`config.mk`:
```
export PLATFORM = sky130hd
export DESIGN_NAME = nearest_palette_color_mapper_top
export DESIGN_NICKNAME = d
export VERILOG_FILES = /design/src/hdl/npcm_pkg.sv /design/src/hdl/npcm_ram.sv /design/src/hdl/npcm_dist.sv /design/src/hdl/nearest_palette_color_mapper_top.sv
export SDC_FILE = /design/constraint.sdc
export NUM_CORES = 2
export LEC_CHECK = 0
export ABC_AREA = 1
export BUFFER_PORTS_ARGS = -buffer_cell sky130_fd_sc_hd__buf_2
export CAP_MARGIN = 20
export CELL_PAD_IN_SITES_DETAIL_PLACEMENT = 1
export CELL_PAD_IN_SITES_GLOBAL_PLACEMENT = 1
export CORE_ASPECT_RATIO = 0.9
export CORE_MARGIN = 2
export CORE_UTILIZATION = 54
export CTS_CLUSTER_DIAMETER = 80
export DETAILED_ROUTE_END_ITERATION = 16
export GPL_ROUTABILITY_DRIVEN = 0
export PLACE_DENSITY = 0.95
export SLEW_MARGIN = 15
export SYNTH_ARGS = -nofsm -noshare
export SYNTH_HDL_FRONTEND = slang
export SYNTH_HIERARCHICAL = 1
export SYNTH_SLANG_ARGS = --single-unit
```
`constraint.sdc`:
```
create_clock -name clk_i -period 9.35 [get_ports clk_i]
set_input_delay 1.87 -clock clk_i [delete_from_list [all_inputs] [get_ports clk_i]]
set_output_delay 1.87 -clock clk_i [all_outputs]
set_load 0.05 [all_outputs]
```
`src/hdl/npcm_pkg.sv`:
```
// Shared types and constants for the nearest palette color mapper.
// Used by the distance unit and the top level; no dependencies.
package npcm_pkg;

  localparam int ColorW    = 8;
  localparam int EntryW    = 3 * ColorW;
  localparam int CountW    = 5;
  localparam int EntryIdxW = 4;
  localparam int SquareW   = 2 * ColorW;
  localparam int WeightW   = 11;
  localparam int ProductW  = WeightW + SquareW;
  localparam int DistW     = 29;
  localparam int GreenShift = 11;

  localparam logic [WeightW-1:0] RedBase  = 11'd1024;
  localparam logic [WeightW-1:0] BlueBase = 11'd1534;

  localparam logic FuncWrite = 1'b0;
  localparam logic FuncMap   = 1'b1;

  typedef struct packed {
    logic valid;
    logic last;
  } npcm_tag_t;

  typedef struct packed {
    logic [ColorW-1:0] red;
    logic [ColorW-1:0] green;
    logic [ColorW-1:0] blue;
  } npcm_rgb_t;

endpackage

```
`src/hdl/npcm_ram.sv`:
```
// Generic single-port-write, single-port-read RAM with registered read data.
// No dependencies.
module npcm_ram #(
  parameter int WIDTH = 24,
  parameter int DEPTH = 16
) (
  input  logic                     clk_i,
  input  logic                     we_i,
  input  logic [$clog2(DEPTH)-1:0] waddr_i,
  input  logic [WIDTH-1:0]         wdata_i,
  input  logic                     re_i,
  input  logic [$clog2(DEPTH)-1:0] raddr_i,
  output logic [WIDTH-1:0]         rdata_o
);

  logic [WIDTH-1:0] mem_q [DEPTH];
  logic [WIDTH-1:0] rdata_q;

  always_ff @(posedge clk_i) begin
    if (we_i) begin
      mem_q[waddr_i] <= wdata_i;
    end
    if (re_i) begin
      rdata_q <= mem_q[raddr_i];
    end
  end

  assign rdata_o = rdata_q;

endmodule

```
`src/hdl/npcm_dist.sv`:
```
// Three-stage pipelined redmean distance unit, shared by every palette entry.
// Depends on npcm_pkg.
module npcm_dist
  import npcm_pkg::*;
#(
  parameter int IDX_W = 4
) (
  input  logic             clk_i,
  input  logic             rst_ni,
  input  npcm_tag_t        tag_i,
  input  logic [IDX_W-1:0] idx_i,
  input  npcm_rgb_t        pixel_i,
  input  npcm_rgb_t        entry_i,
  output npcm_tag_t        tag_o,
  output logic [IDX_W-1:0] idx_o,
  output npcm_rgb_t        entry_o,
  output logic [DistW-1:0] dist_o
);

  npcm_tag_t        tag1_q, tag2_q, tag3_q;
  logic [IDX_W-1:0] idx1_q, idx2_q, idx3_q;
  npcm_rgb_t        ent1_q, ent2_q, ent3_q;

  logic [ColorW-1:0]   dr, dg, db;
  logic [ColorW:0]     sum_red;
  logic [SquareW-1:0]  sqr_q, sqg_q, sqb_q;
  logic [ColorW:0]     s_q;
  logic [WeightW-1:0]  wr, wb;
  logic [ProductW-1:0] pr_q, pg_q, pb_q;
  logic [DistW-1:0]    dist_d, dist_q;

  assign dr = (pixel_i.red > entry_i.red) ? pixel_i.red - entry_i.red
                                          : entry_i.red - pixel_i.red;
  assign dg = (pixel_i.green > entry_i.green) ? pixel_i.green - entry_i.green
                                              : entry_i.green - pixel_i.green;
  assign db = (pixel_i.blue > entry_i.blue) ? pixel_i.blue - entry_i.blue
                                            : entry_i.blue - pixel_i.blue;
  assign sum_red = {1'b0, pixel_i.red} + {1'b0, entry_i.red};

  assign wr = RedBase + WeightW'(s_q);
  assign wb = BlueBase - WeightW'(s_q);

  assign dist_d = DistW'(pr_q) + DistW'(pg_q) + DistW'(pb_q);

  always_ff @(posedge clk_i or negedge rst_ni) begin
    if (!rst_ni) begin
      tag1_q <= '0;
      tag2_q <= '0;
      tag3_q <= '0;
    end else begin
      tag1_q <= tag_i;
      tag2_q <= tag1_q;
      tag3_q <= tag2_q;
    end
  end

  always_ff @(posedge clk_i) begin
    idx1_q <= idx_i;
    ent1_q <= entry_i;
    sqr_q  <= SquareW'(dr * dr);
    sqg_q  <= SquareW'(dg * dg);
    sqb_q  <= SquareW'(db * db);
    s_q    <= sum_red;

    idx2_q <= idx1_q;
    ent2_q <= ent1_q;
    pr_q   <= ProductW'(wr * sqr_q);
    pg_q   <= ProductW'({sqg_q, {GreenShift{1'b0}}});
    pb_q   <= ProductW'(wb * sqb_q);

    idx3_q <= idx2_q;
    ent3_q <= ent2_q;
    dist_q <= dist_d;
  end

  assign tag_o   = tag3_q;
  assign idx_o   = idx3_q;
  assign entry_o = ent3_q;
  assign dist_o  = dist_q;

endmodule

```
`src/hdl/nearest_palette_color_mapper_top.sv`:
```
// Top level of the nearest palette color mapper: search sequencer, palette RAM,
// distance unit and output register. Depends on npcm_pkg, npcm_ram, npcm_dist.
//
// Channel  Dir  tdata bits (low first)                          tuser  tlast
// s_axis   in   entry_index[3:0] red[11:4] green[19:12]          func   end_of_frame
//               blue[27:20], zero pad to 32
// m_axis   out  red[7:0] green[15:8] blue[23:16] chosen_index     -      frame_done
//               [27:24] best_distance[56:28], zero pad to 64
// cfg      in   cfg_wdata_i = palette_count, written when cfg_we_i is high
//
// A pixel makes one RAM read per entry of the clamped palette count; the reads
// feed the three-stage distance unit, then the pipeline drains and the result
// moves to the output register.
// A new transaction is taken while a finished result waits on m_axis; a later
// result waits in the sequencer until the output register is free.
// Reset clears the sequencer and the valid flags; the palette RAM is not cleared.
module nearest_palette_color_mapper_top
  import npcm_pkg::*;
#(
  parameter int PALETTE_DEPTH = 16
) (
  input  logic                clk_i,
  input  logic                rst_ni,
  input  logic                cfg_we_i,
  input  logic [CountW-1:0]   cfg_wdata_i,
  input  logic                s_axis_tvalid,
  output logic                s_axis_tready,
  input  logic [31:0]         s_axis_tdata,   // entry_index, in_red, in_green, in_blue
  input  logic                s_axis_tuser,   // func
  input  logic                s_axis_tlast,   // end_of_frame
  output logic                m_axis_tvalid,
  input  logic                m_axis_tready,
  output logic [63:0]         m_axis_tdata,   // out_red, out_green, out_blue,
                                              // chosen_index, best_distance
  output logic                m_axis_tlast    // frame_done
);

  localparam int IdxW   = $clog2(PALETTE_DEPTH);
  localparam int DepthW = $clog2(PALETTE_DEPTH + 1);
  localparam int CmpW   = (DepthW > CountW) ? DepthW : CountW;
  localparam int WrW    = (DepthW > EntryIdxW) ? DepthW : EntryIdxW;

  typedef enum logic [3:0] {
    ST_IDLE  = 4'b0001,
    ST_SCAN  = 4'b0010,
    ST_DRAIN = 4'b0100,
    ST_DONE  = 4'b1000
  } state_e;

  state_e state_q, state_d;

  logic [CountW-1:0] count_q;
  logic [IdxW-1:0]   last_q, last_d;
  logic [IdxW-1:0]   rd_q, rd_d;
  npcm_rgb_t         pixel_q;
  logic              eof_q;

  npcm_tag_t         iss_q, iss_d;
  logic [IdxW-1:0]   iss_idx_q;

  npcm_rgb_t         in_rgb;
  logic [EntryIdxW-1:0] in_idx;
  logic              in_acc;
  logic              wr_en;
  logic [WrW-1:0]    wr_ext;
  logic [CmpW-1:0]   cnt_ext;
  logic [CmpW-1:0]   depth_c;

  logic [EntryW-1:0] rdata;
  npcm_rgb_t         entry_rd;

  npcm_tag_t         dist_tag;
  logic [IdxW-1:0]   dist_idx;
  npcm_rgb_t         dist_ent;
  logic [DistW-1:0]  dist_val;

  logic [IdxW-1:0]   best_idx_q;
  npcm_rgb_t         best_ent_q;
  logic [DistW-1:0]  best_dist_q;
  logic              take_new;

  logic              out_valid_q;
  logic              out_load;
  npcm_rgb_t         out_ent_q;
  logic [EntryIdxW-1:0] out_idx_q;
  logic [DistW-1:0]  out_dist_q;
  logic              out_last_q;
  logic [WrW-1:0]    best_idx_ext;

  assign in_idx       = s_axis_tdata[3:0];
  assign in_rgb.red   = s_axis_tdata[11:4];
  assign in_rgb.green = s_axis_tdata[19:12];
  assign in_rgb.blue  = s_axis_tdata[27:20];

  assign s_axis_tready = (state_q == ST_IDLE);
  assign in_acc        = s_axis_tvalid && s_axis_tready;

  assign wr_ext  = WrW'(in_idx);
  assign wr_en   = in_acc && (s_axis_tuser == FuncWrite) &&
                   (wr_ext < WrW'(PALETTE_DEPTH));
  assign cnt_ext = CmpW'(count_q);
  assign depth_c = CmpW'(PALETTE_DEPTH);

  always_comb begin
    if (cnt_ext == '0) begin
      last_d = '0;
    end else if (cnt_ext > depth_c) begin
      last_d = IdxW'(depth_c - CmpW'(1));
    end else begin
      last_d = IdxW'(cnt_ext - CmpW'(1));
    end
  end

  always_ff @(posedge clk_i or negedge rst_ni) begin
    if (!rst_ni) begin
      count_q <= CountW'(1);
    end else if (cfg_we_i) begin
      count_q <= cfg_wdata_i;
    end
  end

  npcm_ram #(
    .WIDTH(EntryW),
    .DEPTH(PALETTE_DEPTH)
  ) u_palette (
    .clk_i  (clk_i),
    .we_i   (wr_en),
    .waddr_i(IdxW'(wr_ext)),
    .wdata_i(in_rgb),
    .re_i   (state_q == ST_SCAN),
    .raddr_i(rd_q),
    .rdata_o(rdata)
  );

  assign entry_rd = rdata;

  npcm_dist #(
    .IDX_W(IdxW)
  ) u_dist (
    .clk_i  (clk_i),
    .rst_ni (rst_ni),
    .tag_i  (iss_q),
    .idx_i  (iss_idx_q),
    .pixel_i(pixel_q),
    .entry_i(entry_rd),
    .tag_o  (dist_tag),
    .idx_o  (dist_idx),
    .entry_o(dist_ent),
    .dist_o (dist_val)
  );

  always_comb begin
    state_d     = state_q;
    rd_d        = rd_q;
    iss_d.valid = 1'b0;
    iss_d.last  = 1'b0;
    out_load    = 1'b0;
    case (state_q)
      ST_IDLE: begin
        rd_d = '0;
        if (in_acc && (s_axis_tuser == FuncMap)) begin
          state_d = ST_SCAN;
        end
      end
      ST_SCAN: begin
        iss_d.valid = 1'b1;
        iss_d.last  = (rd_q == last_q);
        if (rd_q == last_q) begin
          state_d = ST_DRAIN;
        end else begin
          rd_d = rd_q + IdxW'(1);
        end
      end
      ST_DRAIN: begin
        if (dist_tag.valid && dist_tag.last) begin
          state_d = ST_DONE;
        end
      end
      ST_DONE: begin
        if (!out_valid_q || m_axis_tready) begin
          out_load = 1'b1;
          state_d  = ST_IDLE;
        end
      end
      default: begin
        state_d = ST_IDLE;
      end
    endcase
  end

  always_ff @(posedge clk_i or negedge rst_ni) begin
    if (!rst_ni) begin
      state_q     <= ST_IDLE;
      rd_q        <= '0;
      iss_q       <= '0;
      out_valid_q <= 1'b0;
    end else begin
      state_q <= state_d;
      rd_q    <= rd_d;
      iss_q   <= iss_d;
      if (out_load) begin
        out_valid_q <= 1'b1;
      end else if (m_axis_tready) begin
        out_valid_q <= 1'b0;
      end
    end
  end

  assign take_new = dist_tag.valid && ((dist_idx == '0) || (dist_val < best_dist_q));

  always_ff @(posedge clk_i) begin
    iss_idx_q <= rd_q;
    if (in_acc && (s_axis_tuser == FuncMap)) begin
      pixel_q <= in_rgb;
      eof_q   <= s_axis_tlast;
      last_q  <= last_d;
    end
    if (take_new) begin
      best_idx_q  <= dist_idx;
      best_ent_q  <= dist_ent;
      best_dist_q <= dist_val;
    end
    if (out_load) begin
      out_ent_q  <= best_ent_q;
      out_idx_q  <= best_idx_ext[EntryIdxW-1:0];
      out_dist_q <= best_dist_q;
      out_last_q <= eof_q;
    end
  end

  assign best_idx_ext = WrW'(best_idx_q);

  assign m_axis_tvalid = out_valid_q;
  assign m_axis_tlast  = out_last_q;
  assign m_axis_tdata  = {7'b0, out_dist_q, out_idx_q,
                          out_ent_q.blue, out_ent_q.green, out_ent_q.red};

  a_dist_in_search: assert property (@(posedge clk_i) disable iff (!rst_ni)
    dist_tag.valid |-> (state_q == ST_SCAN || state_q == ST_DRAIN))
    else $error("distance result outside a search");

  a_scan_bound: assert property (@(posedge clk_i) disable iff (!rst_ni)
    (state_q == ST_SCAN) |-> (rd_q <= last_q))
    else $error("scan address beyond palette count");

  a_best_bound: assert property (@(posedge clk_i) disable iff (!rst_ni)
    (state_q == ST_DONE) |-> (best_idx_q <= last_q))
    else $error("chosen entry beyond palette count");

  a_load_free: assert property (@(posedge clk_i) disable iff (!rst_ni)
    (out_valid_q && !m_axis_tready) |=> (state_q != ST_IDLE || $past(state_q) != ST_DONE))
    else $error("result loaded over a pending transaction");

endmodule

```
* Word level (Yosys, flattened, before mapping) *
Memory sizes are Yosys's and may differ from the RTL's. A register that Yosys moved wholly into a read port is not among the register bits.
Index checks and enable logic that the tools add are counted.
W data, S select, Z words.

cells by class
  multipliers = 5
  add/sub/neg operators = 13
  shifts and indexed selects = 0
  order comparisons = 6
  multiplexer cells = 18
  bitwise operators = 1
  divide/modulo/power cells = 0
  eq/ne operators = 10
  reduce and logical (&&, ||, !) cells = 15

operators with widths
  cell                     number
  $mul A11 B16 Y27         2
  $mul A8 B8 Y16           3
  $sub A8 B8 Y8            6
  $add A29 B27 Y29         1
  $lt A29 B29 Y1           1
  $add A27 B27 Y28         1
  $gt A8 B8 Y1             3
  $mux W4                  6
  $mux W8                  3
  $pmux W4 S4              1
  $add A11 B9 Y11 const A  1
  $sub A11 B9 Y11 const A  1
  $add A8 B8 Y9            1
  $ne A2 B2 Y1 const B     4
  $pmux W4 S2              1
  $logic_and A1 B1 Y1      6
  $mux W1                  6
  $gt A5 B5 Y1 const B     1
  $logic_not A5 Y1         1
  $lt A4 B5 Y1 const B     1
  $add A4 B1 Y4 const B    1
  $eq A4 B1 Y1 const B     1
  $eq A4 B2 Y1 const B     1
  $eq A4 B3 Y1 const B     1
  other kinds (12)         14

word-level totals
  bits in read-only memories = 0
  input bits = 44
  memory bits (writable) = 384
  output and inout bits = 67
  word-level logic and storage cells = 118
  flip-flop bits (word level) = 410
  memories = 1
  latch bits = 0

memories
  memory           words  bits a word  read ports  clocked after memory_dff  wr ports  RTL line        text
  u_palette.mem_q  16     24           1           1                         1         npcm_ram.sv:16  logic [WIDTH-1:0] mem_q [DEPTH];

* Logic depth before layout (Yosys ltp) *
  word-level depth = 6
  mapped depth = 31

* Cells and area by module *
Netlist, hierarchy kept.

modules (own cells, without submodules)
  module                            instances  cells each  area each (sq um)  sequential area each (sq um)
  npcm_dist                         1          3310        26060.0            4854.7
  npcm_ram                          1          1597        17191.5            12251.8
  nearest_palette_color_mapper_top  1          396         6104.6             4807.1

* Worst setup path after synthesis *
OpenSTA, ideal clock, no wires.

  path type = flip-flop to flip-flop
  start = register pixel_q[16] in the netlist's numbering
  end = register u_dist.sqr_q[13]
  data arrival time = 5.155 ns
  stages on the path, launching flop included = 29
  path slack = 4.083 ns
  buffers on the path = 0
  library setup time = 0.112 ns
  data required time = 9.238 ns
  cells stage by stage = edfxtp_1 -> inv_1 -> ha_1 -> inv_1 -> fa_1 -> nand3_1 -> nand3_1 -> nand2_1 -> nand2_2 -> nand2_4 -> inv_4 -> nand2_1 -> nand2_2 -> inv_1 -> nor2_1 -> fa_1 -> inv_1 -> fa_1 -> fa_1 -> fa_1 -> inv_1 -> ha_1 -> a21oi_1 -> a21boi_0 -> o21ai_0 -> nand2_1 -> nand2_1 -> nand2_1 -> nand2_1

between the ends
  word-level cells in the longest chain between the ends = 3

ends and longest elaborated chain
  what                                   RTL line                                 text
  start, declared                        nearest_palette_color_mapper_top.sv:55   npcm_rgb_t pixel_q;
  start signal, assigned                 nearest_palette_color_mapper_top.sv:214  pixel_q <= in_rgb;
  $sub A8 B8 Y8 (tied with other cells)  npcm_dist.sv:33                          : entry_i.red - pixel_i.red;
  $mux W8 *                              npcm_dist.sv:32                          assign dr = (pixel_i.red > entry_i.red) ? pixel_i.red - entry_i.red
  $mul A8 B8 Y16 *                       npcm_dist.sv:60                          sqr_q <= SquareW'(dr * dr);
  end signal, assigned                   npcm_dist.sv:60
  end, declared                          npcm_dist.sv:26                          logic [SquareW-1:0] sqr_q, sqg_q, sqb_q;

Mark *: on every way between the ends. The rest lies on a longest branch, timed or not.
A chain may end at the register's enable or synchronous reset.

* Final worst setup path *
  start = register u_dist.s_q[3]
  end = register u_dist.pb_q[26]

between the ends
  word-level cells in the longest chain between the ends = 2

ends and longest elaborated chain
  what                    RTL line         text
  start, declared         npcm_dist.sv:27  logic [ColorW:0] s_q;
  start signal, assigned  npcm_dist.sv:63  s_q <= sum_red;
  $sub A11 B9 Y11         npcm_dist.sv:41  assign wb = BlueBase - WeightW'(s_q);
  $mul A11 B16 Y27        npcm_dist.sv:69  pb_q <= ProductW'(wb * sqb_q);
  end signal, assigned    npcm_dist.sv:69
  end, declared           npcm_dist.sv:29  logic [ProductW-1:0] pr_q, pg_q, pb_q;

Every way passes these cells.

==> metrics.txt <==
outcome=complete, no violations; CORE AREA=just over 0.09 sq mm; Starting Density=roughly 54%; number of CTS-inserted buffers=between 80 and 90; Setup CP Type=reg -> reg; min-delay src=u_dist/ent1_q[5]$_DFF_P_; clk root buf=clkbuf_16; Setup crit end kind=flip-flop; Row Count=roughly 110; CTS max path bufs=3; H-tree levels=3; number of global-route vias before repair=~46k; critical path data required time=around 10000 ps; max_slew headroom=just over 20%; Vias=40.80k; largest net degree at the start of global routing=79; synth top area cells=edfxtp_1, fa_1, nand2_1; mapped cell area=0.04936 sq mm; Yosys reg bits=813; nets=6116; Post-synth ARST share=2.706%; max frequency=0.1332 GHz; Initial DRC Count=between 4k and 5k; largest area contributor in the netlist=edfxtp_1; ys flop type=edfxtp_1; syn_area_per_cell=between 9 and 10 sq um; die area=roughly 0.094 sq mm; initial antenna violation count=8; drt wl/cell=27.20 um; GRT Total Usage=between 30% and 40%; number of max-cap violations=0; CP Launch Type=flip-flop; global-route wire length before repair=around 280000 um; clk slew on worst S/H paths=70 ps; port buffer count=about 100; drc violations=0; DP Area=0.05101 sq mm; Synth warnings=6; Worst Max-Slew Pin Slew=approximately 1200 ps; critical path peak fanout=19; Post-CTS Hold Buffers=0; die height=approximately 290 um; postcts setup bufs=0; Final setup viols=0; non-filler cells, final=about 6.7k; clock insertion delay at the later pin of the skew report=roughly 700 ps; Pre-antenna DRT Iters=7; Final Hold Fails=0; Seq/Total Area, Yosys=44.40%; Worst Clk Skew=73.73 ps; Detail Route Antenna Nets=0; fin. max-slew vios=0; WHS Path Cells=0; launching point of the worst reg2reg path=u_dist/s_q[3]$_DFF_P_; # resized after CTS=0; layout cells sized above 1=~7%; Hold Path Class=reg -> reg; Yosys cell types=between 50 and 60; Final min period=7507 ps; Synth Instances=around 5.3k; Reg2Reg Depth=26; number of enable flip-flop cells after synthesis=between 500 and 600; Vias per Instance=6.087; total gr overflow=0; Post-Route Setup TNS=0 ps; area grow syn2layout=9.585%; Arr. time, crit path=approximately 8000 ps; CTS tree=yes; Synth top area share=roughly a third; WL final=182300 um; fin area=approximately 0.054 sq mm; final cycle utilization of the critical path=between 80 and 90%; DP HPWL=110000 um; clock tree sinks=a little over 800; RSZ-0062 raised after global routing=no; cell count after placement=roughly 6.5k; I/O pin cnt=about 110; Critical Path Start=u_dist/s_q[3]$_DFF_P_; die width=322.7 um
[area by class of cell]
cell class / count / area, sq um
fill: 10330 / 36830
multi-input combinational: 3264 / 22700
sequential: 813 / 21920
inverter: 1096 / 4121
clock buffer: 118 / 2559
tap: 1230 / 1539
timing repair buffer: 135 / 792.0
clock inverter: 42 / 444.2
antenna: 4 / 10.01
[metal layers]
metal	vias to the layer above	global-route usage (%)	routed length [um]
met3	1216	9.052	15520
met4	8	32.13	17330
met1	20090	41.88	61000
met2	2810	65.26	88410
li1	16680	-	-
met5	-	0	49
[sequential cells by signal, summed over array words and instances, names as in the netlist, 9 cells and up]
signal             count
u_dist/sqr_q          14
pixel_q               24
u_dist/pg_q           15
u_dist/sqb_q          15
u_dist/pr_q           27
u_dist/ent2_q         24
u_palette/mem_q      384
best_ent_q            24
u_dist/s_q             9
u_palette/rdata_o     24
u_dist/ent1_q         24
u_dist/entry_o        24
m_axis_tdata          24
u_dist/pb_q           27
u_dist/dist_o         29
u_dist/sqg_q          15
out_dist_q            29
best_dist_q           29
[worst paths after layout]
kind | to | slack (ps)
setup / recovery | u_dist/pb_q[26]$_DFF_P_ | 1840
hold / removal | u_dist/ent2_q[5]$_DFF_P_ | 320
setup reg to reg | u_dist/pb_q[26]$_DFF_P_ | 1840
hold reg to reg | u_dist/ent2_q[5]$_DFF_P_ | 320
max in group asynchronous | rd_q[1]$_DFFE_PN0P_ | 7770
min in group asynchronous | m_axis_tvalid$_DFFE_PN0P_ | 1140
[stage by stage]
| stage | hold WS [ps] | setup WS, ps | utilization (%) |
|---|---|---|---|
| final | 324.5 | 1843 | 59.49 |
| after global routing | 328.1 | 1749 | 59.49 |
| after CTS | 324.3 | 2162 | 59.42 |
| after detailed placement | 313.2 | 2394 | 56.11 |
| after global placement | 311.3 | 2916 | 56.10 |
| after floorplan | 309.6 | 4083 | - |
[cells in the final DEF, fill, tap and decap left out, types with 32 or more instances in the layout]
cell,instances
clkbuf_16,93
xor2_1,84
ha_1,351
a21oi_1,137
nand2_1,1317
nor2_1,307
nand3_1,415
edfxtp_1,552
dfxtp_1,239
buf_4,32
inv_1,1076
fa_1,325
buf_2,99
o21ai_0,72
xnor2_1,32
[worst max-delay path, stage by stage (launching register included)]
cell and delay (ps):
dfxtp_1 1090, nand2_1 230, nor2_1 280, nand3_1 180, nor2_1 250, inv_1 140, nand2_1 90, nand2_1 360
inv_1 390, nand2_1 130, fa_1 550, fa_1 540, inv_1 60, fa_1 470, fa_1 500, inv_1 60
fa_1 490, inv_1 50, ha_1 380, nand2_1 150, nor2_1 250, nand3_1 140, nor3_1 160, o21ai_0 200
nand3_1 140, nand2_1 70, nand2_1 60
[Yosys cell counts (27+ instances only)]
library cell     n
inv_1         1077
clkbuf_1        53
edfxtp_1       552
ha_1           351
nand2_1       1317
fa_1           325
dfxtp_1        239
xor2_1          84
nand3_1        415
nand4_1         30
buf_2           51
nand2_2         27
nor2_1         324
o21ai_0         72
a21oi_1        138
xnor2_1         32
[cells by family after synthesis]
kind of cell | count (synthesis) | share of synthesized area [%]
compound gates | 280 | 3.217
xor+xnor | 116 | 2.058
fa+ha+maj | 676 | 22.08
buf+inv | 1243 | 9.882
flops | 813 | 44.40
mux | 1 | 0.02281
other cells | 3 | 0.02281
simple gates | 2171 | 18.32
Power is left out: the tool's default activity adds up to more than one toggle a clock period on the data nets, which glitch-free logic cannot reach.
